`config.mk`:
```
export PLATFORM = sky130hd
export DESIGN_NAME = http_chunked_body_decoder
export DESIGN_NICKNAME = d
export VERILOG_FILES = /design/src/design/hcbd_pkg.sv /design/src/design/http_chunked_body_decoder.sv
export SDC_FILE = /design/constraint.sdc
export NUM_CORES = 1
export LEC_CHECK = 0
export BUFFER_PORTS_ARGS = -buffer_cell sky130_fd_sc_hd__buf_2
export CELL_PAD_IN_SITES_DETAIL_PLACEMENT = 2
export CELL_PAD_IN_SITES_GLOBAL_PLACEMENT = 2
export CORE_ASPECT_RATIO = 1.1
export CORE_MARGIN = 3
export CORE_UTILIZATION = 33
export CTS_CLUSTER_DIAMETER = 80
export DETAILED_ROUTE_END_ITERATION = 12
export GPL_ROUTABILITY_DRIVEN = 0
export PLACE_DENSITY_LB_ADDON = 0.1
export SYNTH_ARGS = -nofsm -noshare
export SYNTH_HDL_FRONTEND = slang
export SYNTH_SLANG_ARGS = --single-unit
```
`constraint.sdc`:
```
create_clock -name clk -period 2.8 [get_ports clk]
set_input_delay 0.42 -clock clk [delete_from_list [all_inputs] [get_ports clk]]
set_output_delay 0.42 -clock clk [all_outputs]
set_load 0.01 [all_outputs]
```
`src/design/hcbd_pkg.sv`:
```
package hcbd_pkg;

	localparam int LINE_BUFFER_BYTES_DEF = 256;
	localparam int SIZE_BITS_DEF         = 32;
	localparam logic [7:0] MAX_LINE_LEN_RST = 8'd255;

	localparam logic [7:0] CHAR_LF    = 8'h0A;
	localparam logic [7:0] CHAR_CR    = 8'h0D;
	localparam logic [7:0] CHAR_TAB   = 8'h09;
	localparam logic [7:0] CHAR_VT    = 8'h0B;
	localparam logic [7:0] CHAR_FF    = 8'h0C;
	localparam logic [7:0] CHAR_SPACE = 8'h20;
	localparam logic [7:0] CHAR_PLUS  = 8'h2B;
	localparam logic [7:0] CHAR_MINUS = 8'h2D;
	localparam logic [7:0] CHAR_X_LC  = 8'h78;
	localparam logic [7:0] CHAR_X_UC  = 8'h58;

	// Register index of the only configuration register.
	localparam logic REG_MAX_LINE_LEN = 1'b0;

	typedef enum logic [2:0] {
		PH_SIZE,
		PH_DATA,
		PH_TERM,
		PH_TRAILER,
		PH_DONE,
		PH_ERROR
	} phase_t;

	typedef enum logic [1:0] {
		PFX_NONE,
		PFX_ZERO,
		PFX_DONE
	} prefix_t;

	typedef enum logic [1:0] {
		KIND_FRAME,
		KIND_PAYLOAD,
		KIND_DONE,
		KIND_ERROR
	} kind_t;

	typedef enum logic [1:0] {
		ERR_NONE,
		ERR_MALFORMED,
		ERR_OVERFLOW,
		ERR_LONG
	} err_t;

	typedef struct packed {
		logic over;
		logic bad;
		logic ended;
		logic digits;
	} flags_t;

	typedef struct packed {
		kind_t      kind;
		logic [7:0] pay;
		err_t       err;
	} result_t;

endpackage

```
`src/design/http_chunked_body_decoder.sv`:
```
// Chunked HTTP body decoder.
// Input channel (in_valid/in_ready): one raw body byte per word in data_byte; new_body
// high restarts decoding at a chunk-size line before that byte.
// Output channel (out_valid/out_ready): exactly one result word per input word, giving
// kind (framing, payload, body complete, error), payload_byte and error_code.
// Configuration: an APB-style port holding max_line_len at byte address 0; pready is
// tied high and a write lands on the access cycle.
// A result goes to the output register, or to the skid register on a stall. Throughput
// is one word per cycle while in_ready is high; each byte reads and writes parser state.
// At reset the parser sits at the start of a size line, max_line_len returns to 255 and
// both the output register and the skid register are empty.
// When the receiver stalls, one further word is absorbed by the skid register; only
// once that is full does in_ready fall, and it rises again as soon as the output drains.
module http_chunked_body_decoder #(
	parameter int LINE_BUFFER_BYTES = hcbd_pkg::LINE_BUFFER_BYTES_DEF,
	parameter int SIZE_BITS         = hcbd_pkg::SIZE_BITS_DEF
) (
	input  logic        clk,
	input  logic        arst_n,
	input  logic        psel,
	input  logic        penable,
	input  logic        pwrite,
	input  logic [2:0]  paddr,
	input  logic [31:0] pwdata,
	output logic [31:0] prdata,
	output logic        pready,
	input  logic        in_valid,
	output logic        in_ready,
	input  logic [7:0]  data_byte,
	input  logic        new_body,
	output logic        out_valid,
	input  logic        out_ready,
	output logic [1:0]  kind,
	output logic [7:0]  payload_byte,
	output logic [1:0]  error_code
);

	// The longest line the buffer could ever hold; the limit in force is the smaller of
	// this and the programmed register.
	localparam logic [7:0] LINE_CAP = 8'(LINE_BUFFER_BYTES - 1);

	function automatic logic [4:0] hex_decode(input logic [7:0] b);
		logic [4:0] r;
		r = 5'b0;
		if (b >= 8'h30 && b <= 8'h39) begin
			r = {1'b1, 4'(b - 8'h30)};
		end else if (b >= 8'h61 && b <= 8'h66) begin
			r = {1'b1, 4'(b - 8'h57)};
		end else if (b >= 8'h41 && b <= 8'h46) begin
			r = {1'b1, 4'(b - 8'h37)};
		end
		return r;
	endfunction

	// Configuration register.
	logic [7:0] max_line_len_q;
	logic       cfg_wr;

	assign pready = 1'b1;
	assign cfg_wr = psel && penable && pwrite && pready && (paddr[2] == hcbd_pkg::REG_MAX_LINE_LEN);
	assign prdata = (paddr[2] == hcbd_pkg::REG_MAX_LINE_LEN) ? {24'b0, max_line_len_q} : 32'b0;

	always_ff @(posedge clk or negedge arst_n) begin
		if (!arst_n) begin
			max_line_len_q <= hcbd_pkg::MAX_LINE_LEN_RST;
		end else if (cfg_wr) begin
			max_line_len_q <= pwdata[7:0];
		end
	end

	// Parser state.
	hcbd_pkg::phase_t       phase_q, phase_d, phase_e;
	logic [SIZE_BITS-1:0]   rem_q, rem_d, rem_e, rem_dec;
	logic [SIZE_BITS-1:0]   acc_q, acc_d, acc_e, acc_p;
	logic [7:0]             line_q, line_d, line_e;
	hcbd_pkg::flags_t       flags_q, flags_d, flags_e, flags_p;
	hcbd_pkg::prefix_t      prefix_q, prefix_d, prefix_e, prefix_p;
	logic                   term_q, term_d, term_e;
	logic                   crf_q, crf_d, crf_e;

	logic                   accept;
	logic [7:0]             limit;
	logic                   line_full;
	logic                   is_lf;
	logic                   is_blank;
	logic [4:0]             hex;
	logic                   take;
	hcbd_pkg::result_t      res;

	assign accept = in_valid && in_ready;

	// A restart request applies before the byte that carries it.
	always_comb begin
		if (new_body) begin
			phase_e  = hcbd_pkg::PH_SIZE;
			rem_e    = '0;
			acc_e    = '0;
			line_e   = '0;
			flags_e  = '0;
			prefix_e = hcbd_pkg::PFX_NONE;
			term_e   = 1'b0;
			crf_e    = 1'b0;
		end else begin
			phase_e  = phase_q;
			rem_e    = rem_q;
			acc_e    = acc_q;
			line_e   = line_q;
			flags_e  = flags_q;
			prefix_e = prefix_q;
			term_e   = term_q;
			crf_e    = crf_q;
		end
	end

	assign limit     = (max_line_len_q > LINE_CAP) ? LINE_CAP : max_line_len_q;
	assign line_full = line_e >= limit;
	assign is_lf     = data_byte == hcbd_pkg::CHAR_LF;
	assign is_blank  = data_byte == hcbd_pkg::CHAR_SPACE || data_byte == hcbd_pkg::CHAR_TAB
		|| data_byte == hcbd_pkg::CHAR_CR || data_byte == hcbd_pkg::CHAR_VT
		|| data_byte == hcbd_pkg::CHAR_FF;
	assign hex       = hex_decode(data_byte);
	assign rem_dec   = (rem_e != '0) ? rem_e - 1'b1 : rem_e;

	// Size line parsing for one byte: blanks before the first digit, an optional x
	// after a lone leading zero, and a stop at the first byte that is not hex.
	always_comb begin
		flags_p  = flags_e;
		acc_p    = acc_e;
		prefix_p = prefix_e;
		take     = 1'b0;
		if (!flags_e.ended) begin
			if (!flags_e.digits) begin
				if (is_blank) begin
					take = 1'b0;
				end else if (hex[4]) begin
					take     = 1'b1;
					prefix_p = (hex[3:0] == 4'd0) ? hcbd_pkg::PFX_ZERO : hcbd_pkg::PFX_DONE;
				end else begin
					if (data_byte == hcbd_pkg::CHAR_PLUS || data_byte == hcbd_pkg::CHAR_MINUS) begin
						flags_p.bad = 1'b1;
					end
					flags_p.ended = 1'b1;
				end
			end else if (prefix_e == hcbd_pkg::PFX_ZERO
				&& (data_byte == hcbd_pkg::CHAR_X_LC || data_byte == hcbd_pkg::CHAR_X_UC)) begin
				prefix_p = hcbd_pkg::PFX_DONE;
			end else begin
				prefix_p = hcbd_pkg::PFX_DONE;
				if (hex[4]) begin
					take = 1'b1;
				end else begin
					flags_p.ended = 1'b1;
				end
			end
		end
		if (take) begin
			flags_p.digits = 1'b1;
			if (!flags_e.over) begin
				if (acc_e[SIZE_BITS-1 -: 4] != 4'd0) begin
					flags_p.over = 1'b1;
				end else begin
					acc_p = {acc_e[SIZE_BITS-5:0], hex[3:0]};
				end
			end
		end
	end

	// Result of the current byte.
	always_comb begin
		res.kind = hcbd_pkg::KIND_FRAME;
		res.pay  = 8'd0;
		res.err  = hcbd_pkg::ERR_NONE;
		case (phase_e)
			hcbd_pkg::PH_SIZE: begin
				if (is_lf) begin
					if (flags_e.bad || !flags_e.digits) begin
						res.err = hcbd_pkg::ERR_MALFORMED;
					end else if (flags_e.over) begin
						res.err = hcbd_pkg::ERR_OVERFLOW;
					end
				end else if (line_full) begin
					res.err = hcbd_pkg::ERR_LONG;
				end
			end
			hcbd_pkg::PH_DATA: begin
				res.kind = hcbd_pkg::KIND_PAYLOAD;
				res.pay  = data_byte;
			end
			hcbd_pkg::PH_TRAILER: begin
				if (is_lf) begin
					if (line_e == 8'd0 || (line_e == 8'd1 && crf_e)) begin
						res.kind = hcbd_pkg::KIND_DONE;
					end
				end else if (line_full) begin
					res.err = hcbd_pkg::ERR_LONG;
				end
			end
			default: begin
				res.kind = hcbd_pkg::KIND_FRAME;
			end
		endcase
		if (res.err != hcbd_pkg::ERR_NONE) begin
			res.kind = hcbd_pkg::KIND_ERROR;
		end
	end

	// Next parser state.
	always_comb begin
		phase_d  = phase_e;
		rem_d    = rem_e;
		acc_d    = acc_e;
		line_d   = line_e;
		flags_d  = flags_e;
		prefix_d = prefix_e;
		term_d   = term_e;
		crf_d    = crf_e;
		case (phase_e)
			hcbd_pkg::PH_SIZE: begin
				if (is_lf) begin
					if (!flags_e.bad && flags_e.digits && !flags_e.over) begin
						if (acc_e == '0) begin
							phase_d = hcbd_pkg::PH_TRAILER;
						end else begin
							rem_d   = acc_e;
							phase_d = hcbd_pkg::PH_DATA;
						end
						acc_d    = '0;
						line_d   = '0;
						flags_d  = '0;
						prefix_d = hcbd_pkg::PFX_NONE;
						crf_d    = 1'b0;
					end
				end else if (!line_full) begin
					line_d   = line_e + 8'd1;
					flags_d  = flags_p;
					acc_d    = acc_p;
					prefix_d = prefix_p;
				end
			end
			hcbd_pkg::PH_DATA: begin
				rem_d = rem_dec;
				if (rem_dec == '0) begin
					phase_d = hcbd_pkg::PH_TERM;
					term_d  = 1'b0;
				end
			end
			hcbd_pkg::PH_TERM: begin
				// The two bytes after a chunk's payload are dropped unseen.
				if (term_e) begin
					term_d   = 1'b0;
					phase_d  = hcbd_pkg::PH_SIZE;
					acc_d    = '0;
					line_d   = '0;
					flags_d  = '0;
					prefix_d = hcbd_pkg::PFX_NONE;
					crf_d    = 1'b0;
				end else begin
					term_d = 1'b1;
				end
			end
			hcbd_pkg::PH_TRAILER: begin
				if (is_lf) begin
					if (line_e == 8'd0 || (line_e == 8'd1 && crf_e)) begin
						phase_d = hcbd_pkg::PH_DONE;
					end
					acc_d    = '0;
					line_d   = '0;
					flags_d  = '0;
					prefix_d = hcbd_pkg::PFX_NONE;
					crf_d    = 1'b0;
				end else if (!line_full) begin
					if (line_e == 8'd0 && data_byte == hcbd_pkg::CHAR_CR) begin
						crf_d = 1'b1;
					end
					line_d = line_e + 8'd1;
				end
			end
			default: begin
				phase_d = phase_e;
			end
		endcase
		if (res.err != hcbd_pkg::ERR_NONE) begin
			phase_d = hcbd_pkg::PH_ERROR;
		end
	end

	always_ff @(posedge clk or negedge arst_n) begin
		if (!arst_n) begin
			phase_q  <= hcbd_pkg::PH_SIZE;
			rem_q    <= '0;
			acc_q    <= '0;
			line_q   <= '0;
			flags_q  <= '0;
			prefix_q <= hcbd_pkg::PFX_NONE;
			term_q   <= 1'b0;
			crf_q    <= 1'b0;
		end else if (accept) begin
			phase_q  <= phase_d;
			rem_q    <= rem_d;
			acc_q    <= acc_d;
			line_q   <= line_d;
			flags_q  <= flags_d;
			prefix_q <= prefix_d;
			term_q   <= term_d;
			crf_q    <= crf_d;
		end
	end

	// Output register with a one-word skid register behind it.
	hcbd_pkg::result_t out_q, skid_q;
	logic              out_valid_q, skid_valid_q;
	logic              out_free;

	assign in_ready = !skid_valid_q;
	assign out_free = !out_valid_q || out_ready;

	always_ff @(posedge clk or negedge arst_n) begin
		if (!arst_n) begin
			out_valid_q  <= 1'b0;
			skid_valid_q <= 1'b0;
		end else if (out_free) begin
			if (skid_valid_q) begin
				out_valid_q  <= 1'b1;
				skid_valid_q <= 1'b0;
			end else begin
				out_valid_q <= accept;
			end
		end else if (accept) begin
			skid_valid_q <= 1'b1;
		end
	end

	always_ff @(posedge clk) begin
		if (out_free) begin
			if (skid_valid_q) begin
				out_q <= skid_q;
			end else if (accept) begin
				out_q <= res;
			end
		end else if (accept) begin
			skid_q <= res;
		end
	end

	assign out_valid    = out_valid_q;
	assign kind         = out_q.kind;
	assign payload_byte = out_q.pay;
	assign error_code   = out_q.err;

endmodule

```
# [Word-level counts from Yosys, hierarchy flattened]
# Index checks and enable logic that the tools add are counted.
[word_totals] register_bits=117 input_bits=51 output_inout_bits=47
[op_classes] add_sub_neg=5 n_lt_le_gt_ge=8 n_eq_ne=15 mux=102 bitwise=2 n_reduce_logical=38
[op_table] operator="two-way mux 32 bit" count=14
[op_table] operator="one-hot mux 32 bit (3 select lines)" count=1
[op_table] operator="two-way mux 8 bit" count=9
[op_table] operator="logical NOT 32 bit" count=2
[op_table] operator="one-hot mux 32 bit (2 select lines)" count=1
[op_table] operator="two-way mux 2 bit" count=23
[op_table] operator="== test 8 x 4 -> 1 bit (second input constant)" count=5
[op_table] operator="nonzero test 32 bit" count=1
[op_table] operator="subtractor 32 x 1 -> 32 bit (second input constant)" count=1
[op_table] operator="two-way mux 1 bit" count=27
[op_table] operator="== test 8 x 6 -> 1 bit (second input constant)" count=3
[op_table] operator="two-way mux 12 bit" count=2
[op_table] operator="two-way mux 3 bit" count=8
[op_table] operator="two-way mux 4 bit" count=6
[op_table] operator="one-hot mux 8 bit (3 select lines)" count=1
[op_table] operator="== test 8 x 7 -> 1 bit (second input constant)" count=2
[op_table] operator=">= comparator 8 x 7 -> 1 bit (second input constant)" count=2
[op_table] operator="<= comparator 8 x 7 -> 1 bit (second input constant)" count=2
[op_table] operator="two-way mux 5 bit" count=3
[op_table] operator="logical AND 1 bit" count=12
[op_table] operator="one-hot mux 3 bit (4 select lines)" count=1
[op_table] operator="one-hot mux 4 bit (3 select lines)" count=1
[op_table] operator="logical OR 1 bit" count=9
[op_table] operator="adder 8 x 1 -> 8 bit (second input constant)" count=1
[op_table] operator="other kinds (22)" count=33

# [Longest topological paths before layout]
# Gate-level depths: netlist of run 1.
[logic_depth] ltp_word=14 depth_mapped=18 depth_no_buf=12

# [Least setup slack after synthesis of run 1]
# Ideal clock, no wire load.
[synth_path] path_kind="input port to flip-flop" from="in new_body" to="reg acc_q[11]" setup_ns=0.121 t_arrival_ns=3.777 setup_slack_ns=-1.098 path_stages=18 n_path_buf=6 path_cell_list="clkbuf_1 clkinv_1 clkbuf_1 clkbuf_1 nand2_1 ha_1 nand2b_1 a21o_1 a21o_1 a21oi_1 o21ba_2 o21ai_1 or3_1 clkbuf_1 a21o_1 buf_2 clkbuf_1 a22o_1"
[synth_via] elab_chain_cells=10
[synth_lines] item="from (decl)" line_no="http_chunked_body_decoder.sv:30" source="input logic new_body,"
[synth_lines] item="two-way mux 2 bit" line_no="http_chunked_body_decoder.sv:94" source="if (new_body) begin"
[synth_lines] item="== test 2 x 1 -> 1 bit" line_no="http_chunked_body_decoder.sv:144" source="end else if (prefix_e == hcbd_pkg::PFX_ZERO"
[synth_lines] item="logical AND 1 bit" line_no="http_chunked_body_decoder.sv:145" source="&& (data_byte == hcbd_pkg::CHAR_X_LC || data_byte == hcbd_pkg::CHAR_X_UC)) begin"
[synth_lines] item="two-way mux 1 bit" line_no="http_chunked_body_decoder.sv:144"
[synth_lines] item="two-way mux 1 bit" line_no="http_chunked_body_decoder.sv:132" source="if (!flags_e.digits) begin"
[synth_lines] item="two-way mux 1 bit" line_no="http_chunked_body_decoder.sv:131" source="if (!flags_e.ended) begin"
[synth_lines] item="two-way mux 32 bit" line_no="http_chunked_body_decoder.sv:156" source="if (take) begin"
[synth_lines] item="two-way mux 32 bit" line_no="http_chunked_body_decoder.sv:233" source="end else if (!line_full) begin"
[synth_lines] item="two-way mux 32 bit" line_no="http_chunked_body_decoder.sv:219" source="if (is_lf) begin"
[synth_lines] item="one-hot mux 32 bit (3 select lines) (*)" line_no="http_chunked_body_decoder.sv:217" source="case (phase_e)"
[synth_lines] item="to (signal assigned)" line_no="http_chunked_body_decoder.sv:291" source="acc_q <= '0;"
[synth_lines] item="to (signal assigned)" line_no="http_chunked_body_decoder.sv:300" source="acc_q <= acc_d;"
[synth_lines] item="to (decl)" line_no="http_chunked_body_decoder.sv:74" source="logic [SIZE_BITS-1:0] acc_q, acc_d, acc_e, acc_p;"
# Every way passes the cells marked *; elsewhere a longest branch is shown, timed or not.
# A chain may end at the register's enable or synchronous reset.

# [Worst setup path in the final report of run 1]
[layout_path] from="reg rem_q[14]" to="reg phase_q[0]"
[layout_via] elab_chain_cells=7
[layout_lines] item="from (decl)" line_no="http_chunked_body_decoder.sv:73" source="logic [SIZE_BITS-1:0] rem_q, rem_d, rem_e, rem_dec;"
[layout_lines] item="from (signal assigned)" line_no="http_chunked_body_decoder.sv:299" source="rem_q <= rem_d;"
[layout_lines] item="two-way mux 32 bit (*)" line_no="http_chunked_body_decoder.sv:94"
[layout_lines] item="subtractor 32 x 1 -> 32 bit or nonzero test 32 bit (tied branches)" line_no="http_chunked_body_decoder.sv:122" source="assign rem_dec = (rem_e != '0) ? rem_e - 1'b1 : rem_e;"
[layout_lines] item="two-way mux 32 bit (*)" line_no="http_chunked_body_decoder.sv:122"
[layout_lines] item="logical NOT 32 bit (*)" line_no="http_chunked_body_decoder.sv:242" source="if (rem_dec == '0) begin"
[layout_lines] item="two-way mux 3 bit (*)" line_no="http_chunked_body_decoder.sv:242"
[layout_lines] item="one-hot mux 3 bit (4 select lines) (*)" line_no="http_chunked_body_decoder.sv:217"
[layout_lines] item="two-way mux 3 bit (*)" line_no="http_chunked_body_decoder.sv:282" source="if (res.err != hcbd_pkg::ERR_NONE) begin"
[layout_lines] item="to (signal assigned)" line_no="http_chunked_body_decoder.sv:289" source="phase_q <= hcbd_pkg::PH_SIZE;"
[layout_lines] item="to (signal assigned)" line_no="http_chunked_body_decoder.sv:298" source="phase_q <= phase_d;"
[layout_lines] item="to (decl)" line_no="http_chunked_body_decoder.sv:72" source="hcbd_pkg::phase_t phase_q, phase_d, phase_e;"
# Marked as above.

==> metrics.md, run 1 <==
| Metric | Value |
|---|---|
| Status | finished, violations left |
| Violated checks | negative hold slack, negative setup slack |
| Number of synthesized flops with an enable pin | 24 |
| Hold slack final | -0.0196 ns |
| Crit path cell chain | or4_4, nor4_4, o211ai_2, or4b_4, xor2_2, a31o_2, and4_4, nand2_2, a21o_1 |
| Largest net degree at the start of global routing | 42 |
| Area leader, netlist | dfrtp_1 |
| Cell count after synthesis | 838 |
| Longest individual stage delay on the worst path | 0.59 ns |
| Setup Skew | 0.0155 ns |
| Synthesized cell area | 7530 um2 |
| Clock sinks | around 120 |
| Power per cell area | roughly 1100 nW/um2 |
| Antenna-violating nets left | 0 |
| Number of port buffers | between 40 and 50 |
| Nets | 1124 |
| Die Area | 24700 um2 |
| VDD IR-drop max | 460 uV |
| CP endpoint kind | flop |
| # setup viols final | 5 |
| Register clock-pin slew on the reported worst setup and hold paths | 0.07 ns |
| Max H-tree Level | 4 |
| DP Worst Slack | -0.377 ns |
| Post-synth top flop | dfrtp_1 |
| Initial antenna violation count | 0 |
| Routed WL | approximately 35000 um |
| Worst-Margin Slew | 0.670 ns |
| Yosys top cell area share | 0.283 |
| Family with the most delay on the worst path | simple AND/OR/NAND/NOR gates |
| I/O Pins | 98 |
| Grt ovf | 0 |
| Routed vias/inst | between 5 and 6 |
| Leading post-synthesis cells by cell area | dfrtp_1, edfxtp_1, nand2_1 |
| Critical Path Fanout Max | 4 |
| Worst Path Buf+Inv | 0 |
| Final hold violations | 6 |
| Minimum clock period | between 3 and 4 ns |
| Commonest cells in the netlist | nand2_1, dfrtp_1, nor2_1 |
| RSZ-0062 raised after global routing | true |
| Final Slew Violations | 0 |
| Share of layout cells above drive strength 1 | 0.356 |
| Synth cell types | 82 |
| #FFs+latches synth | 117 |
| # rows | 57 |
| Hold WC Path Type | primary input to async pin |
| Clk root buf | clkbuf_16 |
| Post-route design area | 10300 um2 |
| First-pass GRT wire length | ~53000 um |
| CP startpoint kind | flop |
| Most common cell in the netlist | nand2_1 |
| Final period util | 1.09 |
| Vias in the first global route | 8867 |
| DP Area | between 9000 and 10000 um2 |
| CTS Hold Bufs | 0 |
| Leakage | 4.70 nW |
| CTS tree | done |
| Die Wd | around 150 um |
| Initial DRC count | 593 |
| Setup TNS | -0.719 ns |
| Core area | 22300 um2 |
| Area Overhead vs Synth | 37.1% |
| Register area share after synthesis | 0.406 |
| CTS max path bufs | 2 |
| Pre-antenna DRT Iters | 5 |
| CP Class | flop to flop |
| Initial Util | 0.338 |
| Placed Cells | 1321 |
| Critical path's slowest cell | or4b_4 |
| Setup ws final | -0.258 ns |
| Clk Latency, worst-skew pair | 0.43 ns |
| Avg Synthesized Cell Area | between 8 and 9 um2 |
| Vias | between 7000 and 8000 |
| DRC Markers | 0 |
| Ant diodes | 0 |
| CP required | 3.11 ns |
| Max cap viols | 0 |
| Post-synth ARST share | 0.795 |
| Post-DP HPWL | between 20000 and 30000 um |
| Die Y | 164 um |
| Pwr Total | ~12 mW |
| GR Util All Layers | 0.283 |
| Drt wl/cell | 25.5 um |
| Final Non-Filler Cells | approximately 1400 |
| Critical Path AT | 3.37 ns |
| Final Core Density | 0.464 |
| Synth warn | 0 |
| Max Clk Rate | 327 MHz |
| Slew headroom | 0.552 |
| Cts bufs inserted | 17 |
-- final timing paths --
path / end / start / slack, ns / cells after the start
max in group asynchronous: phase_q[0]$_DFFE_PN0P_ / arst_n / 2.09 / 2
setup reg to reg: phase_q[0]$_DFFE_PN0P_ / rem_q[14]$_DFFE_PN0P_ / -0.26 / 9
setup / recovery: phase_q[0]$_DFFE_PN0P_ / rem_q[14]$_DFFE_PN0P_ / -0.26 / 9
hold / removal: skid_valid_q$_DFFE_PN0P_ / arst_n / -0.02 / 1
hold reg to reg: line_q[7]$_DFFE_PN0P_ / line_q[7]$_DFFE_PN0P_ / 0.50 / 1
min in group clk: max_line_len_q[7]$_DFFE_PN1P_ / pwdata[7] / 0.23 / 2
-- final cells by class --
class / count / area [um2]
clock buffer: 17 / 425
inverter: 25 / 106
fill: 2433 / 11900
sequential: 117 / 3060
tap: 295 / 369
clock inverter: 15 / 146
timing repair buffer: 246 / 1790
multi-input combinational: 650 / 4420
-- worst reg2reg max path, stage by stage (launching register included) --
cell      delay [ns]
dfrtp_2         0.46
or4_4           0.56
nor4_4          0.29
o211ai_2        0.17
or4b_4          0.59
xor2_2          0.18
a31o_2          0.20
and4_4          0.23
nand2_2         0.08
a21o_1          0.18
-- layout by cell type (no fill, tap or decap), types with 13 or more instances in the layout --
cell type,count
a31oi_1,13
buf_4,194
nor2_1,73
buf_2,46
mux2i_1,18
ha_1,13
nor4_1,17
a22o_1,30
dfrtp_1,83
o21ai_0,52
nor3_1,24
clkbuf_16,18
nand2_1,84
inv_1,23
mux2_2,22
o22ai_1,15
edfxtp_1,24
nand3_1,18
conb_1,25
a21oi_1,32
-- routing by layer --
layer  vias to the layer above  track usage  wire length [um]
met5                         -            0                 0
met4                         0        0.107              1090
met2                       229        0.490             17600
li1                       3535            -                 -
met3                        73       0.0453              1170
met1                      4101        0.356             14900
-- cell families (layout without fill, tap and decap cells) --
logic type	count (synthesis)	after routing	synth area share
AO/OA/AOI/OAI	248	248	0.228
multiplexers	40	40	0.0568
buffers and inverters	94	303	0.0600
other	2	25	0.000998
adder cells (fa/ha/maj)	16	16	0.0266
flip-flops	117	117	0.406
AND/OR/NAND/NOR	314	314	0.213
XOR/XNOR	7	7	0.00815
-- report_power, final --
part / switching [mW] / total [mW] / internal (mW)
combinational: 4.01 / 7.12 / 3.11
sequential: 0.300 / 2.35 / 2.05
clock: 0.957 / 2.20 / 1.24
-- state kept, by name (all words and copies together), names as in the netlist, 2 cells and up --
signal / count
acc_q: 32
prefix_q: 2
rem_q: 32
kind: 2
payload_byte: 8
line_q: 8
skid_q: 12
flags_q: 4
max_line_len_q: 8
phase_q: 3
error_code: 2
-- what timing repair did --
action	4_1_cts	5_1_grt
pin swaps	7	11
setup buffers	7	5
resized for setup	29	20
setup endpoints to repair	7	42
cloned	0	2
(Power assumes the default switching activity.)
==> run 2: changes to the inputs <==
- TNS_END_PERCENT: unset -> 30
==> metrics.md, run 2 (synthesized netlist as in run 1, its figures left out) <==
| Metric | Value |
|---|---|
| Internal power | 6.70 mW |
| Initial Util | 0.338 |
| Vias | between 8000 and 9000 |
| Register clock-pin slew on the reported worst setup and hold paths | 0.07 ns |
| CTS max path bufs | 2 |
| Sw Ratio | 0.457 |
| Max H-tree Level | 4 |
| DP Area | 9350 um2 |
| Max cap viols | 0 |
| Nets | 1127 |
| Worst-case reg-to-reg path depth | 11 |
| Fill count | 2417 |
| Top Registers | acc_q (32), rem_q (32), skid_q (12) |
| CP Class | flop to flop |
| Share of layout cells above drive strength 1 | 0.357 |
| Critical Path Fanout Max | 6 |
| Largest net degree at the start of global routing | 49 |
| Routed vias/inst | ~6.0 |
| Area Overhead vs Synth | 38.3% |
| Sw Pwr | 5.64 mW |
| Most frequent cells in the layout | buf_4, nand2_1, dfrtp_1 |
| Minimum clock period | 3.04 ns |
| Die Area | roughly 25000 um2 |
| Leakage | 4.71 nW |
| Die Y | 164 um |
| Critical Path AT | 3.36 ns |
| CTS tree | done |
| Clock sinks | ~120 |
| Clk Latency, worst-skew pair | approximately 0.44 ns |
| Post-route design area | 10400 um2 |
| Power per cell area | 1180 nW/um2 |
| Violated checks | negative setup slack |
| VDD IR-drop max | around 470 uV |
| CP startpoint kind | flop |
| Reg2Reg Capture Point | phase_q[0]$_DFFE_PN0P_ |
| Register area | around 3100 um2 |
| Cts bufs inserted | 17 |
| Routed WL | 36900 um |
| Initial antenna violation count | 0 |
| Pre-antenna DRT Iters | 5 |
| Combinational Power Share | 0.632 |
| RSZ-0062 raised after global routing | true |
| Area occupied by multi-input gates | 4460 um2 |
| Final Core Density | 0.468 |
| DRC Markers | 0 |
| Clk pwr share | 0.175 |
| # setup viols final | 6 |
| CP endpoint kind | flop |
| Number of port buffers | 46 |
| Setup ws final | -0.239 ns |
| Max Clk Rate | between 300 and 400 MHz |
| Clk root buf | clkbuf_16 |
| CTS Hold Bufs | 0 |
| Setup Skew | ~0.014 ns |
| Final Slew Violations | 0 |
| Hold WC Path Type | primary input to async pin |
| I/O Pins | 98 |
| Slew headroom | 0.265 |
| Reg2reg setup slack | -0.24 ns |
| Worst-Margin Slew | roughly 1.1 ns |
| RR Startpoint | rem_q[14]$_DFFE_PN0P_ |
| Pwr Total | 12.3 mW |
| Most common cell after layout, fill and taps aside | buf_4 |
| GR Util All Layers | 0.299 |
| # rows | between 50 and 60 |
| Vias in the first global route | 9042 |
| Ant diodes | 0 |
| Register share of total power | 0.192 |
| Post-DP HPWL | 25700 um |
| Core area | 22300 um2 |
| First-pass GRT wire length | 55600 um |
| Final hold violations | 0 |
| Antenna-violating nets left | 0 |
| Grt ovf | 0 |
| Die Wd | about 150 um |
| Drt wl/cell | about 27 um |
| CP required | 3.12 ns |
| Status | finished, violations left |
| Initial DRC count | 656 |
| DP Worst Slack | -0.596 ns |
| Final period util | 1.09 |
## run 2: cell count changes in the layout (fill, tap and decap cells not counted), moves of 2 or more
| cell | change |
|---|---|
| dfrtp_1 | -2 |
| dfrtp_2 | +2 |
| or3_1 | -2 |
| o2bb2ai_1 | +2 |
| nor4_4 | +2 |
| clkinvlp_4 | +2 |
| inv_8 | -2 |
| nor3_2 | +4 |
| o2bb2ai_2 | -2 |
| nand2_2 | -2 |
| nand2_1 | +2 |
| nor3_1 | -3 |
| or3_4 | +2 |
## run 2: worst max-delay path by stage
stage | startpoint | to | slack (ns)
after floorplan | new_body | acc_q[14]$_DFFE_PN0P_ | -0.44
after global placement | rem_q[11]$_DFFE_PN0P_ | term_q$_DFFE_PN0P_ | -0.37
after detailed placement | rem_q[11]$_DFFE_PN0P_ | term_q$_DFFE_PN0P_ | -0.60
after CTS | rem_q[15]$_DFFE_PN0P_ | term_q$_DFFE_PN0P_ | -0.12
after global routing | rem_q[15]$_DFFE_PN0P_ | phase_q[0]$_DFFE_PN0P_ | -0.28
final | rem_q[14]$_DFFE_PN0P_ | phase_q[0]$_DFFE_PN0P_ | -0.24
## run 2: critical path, cell delays in order, from the launching register on
cell and delay, ns:
dfrtp_2 0.46, or4_4 0.57, nor4_4 0.23, buf_4 0.23, nand2_1 0.16, nand4_1 0.18, o31a_1 0.19, nand4_1 0.24
nor4_4 0.24, buf_4 0.16, nand2_1 0.07, a21o_1 0.19
## run 2: what timing repair did
| item | CTS | global route |
|---|---|---|
| resized for setup | 33 | 28 |
| endpoints found under the setup margin | 24 | 51 |
| cloned | 0 | 2 |
| buffers inserted | 12 | 6 |
| pin swaps | 15 | 16 |
## run 2: routing by layer
layer	GRT usage	share of wire
met1	0.365	0.41
met2	0.526	0.51
met3	0.0488	0.045
met4	0.119	0.037
met5	0	0
## run 2: final cells by class
cell class                 instances  share of cell area
inverter                          25              0.0102
clock buffer                      18              0.0412
tap                              295              0.0354
timing repair buffer             249               0.178
sequential                       117               0.294
multi-input combinational        650               0.429
clock inverter                    14              0.0124
## run 2: per-stage QoR
stage / hold slack, ns / std cells / setup TNS [ns]
floorplan: 0.124 / 861 / -10.48
global placement: 0.469 / 1316 / -9.01
detailed placement: 0.487 / 1316 / -18.84
CTS: 0.0299 / 1360 / -0.314
global route: 0.0500 / 1368 / -1.27
finish: 0.00145 / 1368 / -0.861
## run 2: power groups by stage
stage / combinational (mW) / clock, mW / sequential [mW]
6_report: 7.80 / 2.16 / 2.37
2_1_floorplan: 3.13 / 0 / 2.30
3_3_place_gp: 5.91 / 0 / 2.31
5_1_grt: 8.17 / 2.26 / 2.41
4_1_cts: 6.96 / 2.17 / 2.34
3_5_place_dp: 6.17 / 0 / 2.35
==> run 3: changes to the inputs <==
- CORE_ASPECT_RATIO: 1.1 -> unset
==> metrics.md, run 3 (synthesized netlist as in run 1, its figures left out) <==
| Metric | Value |
|---|---|
| Final period util | 1.16 |
| Top Registers | acc_q (32), rem_q (32), skid_q (12) |
| Slew headroom | 0.578 |
| Final hold violations | 0 |
| # setup viols final | 5 |
| CP required | 3.11 ns |
| Reg2reg setup slack | -0.46 ns |
| Most frequent cells in the layout | buf_4, dfrtp_1, nand2_1 |
| Worst-case reg-to-reg path depth | 9 |
| Share of layout cells above drive strength 1 | 0.371 |
| Critical path's slowest cell | or4_4 |
| Max cap viols | 0 |
| Register clock-pin slew on the reported worst setup and hold paths | 0.06 ns |
| Worst-Margin Slew | 0.626 ns |
| # rows | 54 |
| RR Startpoint | rem_q[15]$_DFFE_PN0P_ |
| Setup ws final | -0.459 ns |
| Vias | 8429 |
| Critical path depth | 9 |
| CP endpoint kind | flop |
| Max Clk Rate | between 300 and 400 MHz |
| Post-DP HPWL | ~26000 um |
| Pre-antenna DRT Iters | 6 |
| Placed Cells | 1312 |
| Ant diodes | 0 |
| Routed WL | approximately 39000 um |
| Initial Util | 0.341 |
| Most common cell after layout, fill and taps aside | buf_4 |
| DRC Markers | 0 |
| VDD IR-drop max | 460 uV |
| Core area | 22100 um2 |
| Worst Path Buf+Inv | 0 |
| Reg2Reg Capture Point | term_q$_DFFE_PN0P_ |
| CTS max path bufs | 2 |
| Critical Path Fanout Max | 3 |
| Die Area | 24700 um2 |
| Crit path cell chain | or4_4, nor4_1, o2111ai_2, xor2_1, a41oi_2, nor2_1, and4_4, and3b_1, o21ai_2 |
| Longest individual stage delay on the worst path | around 0.59 ns |
| Leakage | 4.79 nW |
| Die Wd | 157 um |
| Final Slew Violations | 0 |
| Clock sinks | about 120 |
| CP Class | flop to flop |
| Power per cell area | 1220 nW/um2 |
| Initial DRC count | about 800 |
| I/O Pins | 98 |
| Worst setup path startpoint | rem_q[15]$_DFFE_PN0P_ |
| Vias in the first global route | slightly above 9000 |
| Largest net degree at the start of global routing | between 40 and 50 |
| GR Util All Layers | 0.301 |
| Die Y | around 160 um |
| Family with the most delay on the worst path | simple AND/OR/NAND/NOR gates |
| Nets | 1147 |
| Status | finished, violations left |
| Clk root buf | clkbuf_16 |
| Routed vias/inst | between 6 and 7 |
| Grt ovf | 0 |
| Cts bufs inserted | 17 |
| Critical Path AT | 3.57 ns |
| Hold WC Path Type | primary input to flop |
| RSZ-0062 raised after global routing | true |
| CP startpoint kind | flop |
| Initial antenna violation count | 0 |
| Antenna-violating nets left | 0 |
| Clk Latency, worst-skew pair | 0.44 ns |
| Max H-tree Level | 4 |
| Number of port buffers | 46 |
| Setup Skew | 0.0133 ns |
| CP Capture Point | term_q$_DFFE_PN0P_ |
| Area Overhead vs Synth | 39.9% |
| First-pass GRT wire length | 56300 um |
| CTS tree | done |
| Minimum clock period | 3.26 ns |
| Violated checks | negative setup slack |
| DP Worst Slack | -0.604 ns |
| Drt wl/cell | 28.1 um |
| Final Non-Filler Cells | about 1400 |
[run 3: cell count changes in the layout (fill, tap and decap cells not counted), sizes merged]
cell,previous run,this run
clkinv,6,8
buf,247,268
inv,27,24
clkbuf,20,18
clkinvlp,5,6
dlygate4sd3,0,1
[run 3: what timing repair did]
| item | CTS | global route |
|---|---|---|
| buffers inserted | 19 | 13 |
| hold endpoints to repair | 25 | 0 |
| gates resized for setup | 35 | 38 |
| hold buffers | 1 | 0 |
| endpoints found under the setup margin | 27 | 38 |
| pin swaps | 23 | 20 |
| cloned | 1 | 0 |
[run 3: per-layer routing]
metal	global-route usage	part of all wire	vias up
li1	-	-	3595
met3	0.0616	0.064	105
met4	0.114	0.032	0
met1	0.374	0.41	4341
met5	0	0	-
met2	0.516	0.50	388
[run 3: worst min path at each step]
stage / from / end / slack [ns] / cells past startpoint
2_1_floorplan: arst_n / acc_q[0]$_DFFE_PN0P_ / 0.12 / 0
3_3_place_gp: arst_n / out_valid$_DFFE_PN0N_ / 0.39 / 1
3_5_place_dp: arst_n / prefix_q[0]$_DFFE_PN0P_ / 0.40 / 1
4_1_cts: pwdata[0] / max_line_len_q[0]$_DFFE_PN1P_ / 0.21 / 2
5_1_grt: pwdata[2] / max_line_len_q[2]$_DFFE_PN1P_ / 0.22 / 2
6_report: pwdata[0] / max_line_len_q[0]$_DFFE_PN1P_ / 0.22 / 2
[run 3: layout make-up]
| class | instances | area [um2] |
|---|---|---|
| multi-input combinational | 650 | 4510 |
| tap | 280 | 350 |
| clock buffer | 18 | 429 |
| fill | 2361 | 11600 |
| clock inverter | 14 | 114 |
| sequential | 117 | 3060 |
| timing repair buffer | 269 | 1960 |
| inverter | 25 | 106 |
[run 3: through the flow]
step                      setup TNS [ns]   util  instance area, um2  hold slack (ns)  total power [mW]
after global placement             -6.40  0.426                9410            0.387              8.51
final                              -1.42  0.476               10500            0.219              12.8
after CTS                         -0.389  0.467               10300            0.209              11.8
after floorplan                   -10.48      -                7790            0.124              5.44
after detailed placement          -14.85  0.426                9410            0.402              8.85
after global routing               -1.79  0.476               10500            0.218              13.3
[run 3: where the power goes]
| group | internal (mW) | total (mW) | switching (mW) |
|---|---|---|---|
| registers | 2.05 | 2.36 | 0.307 |
| logic | 3.61 | 8.35 | 4.74 |
| clock network | 1.21 | 2.10 | 0.898 |
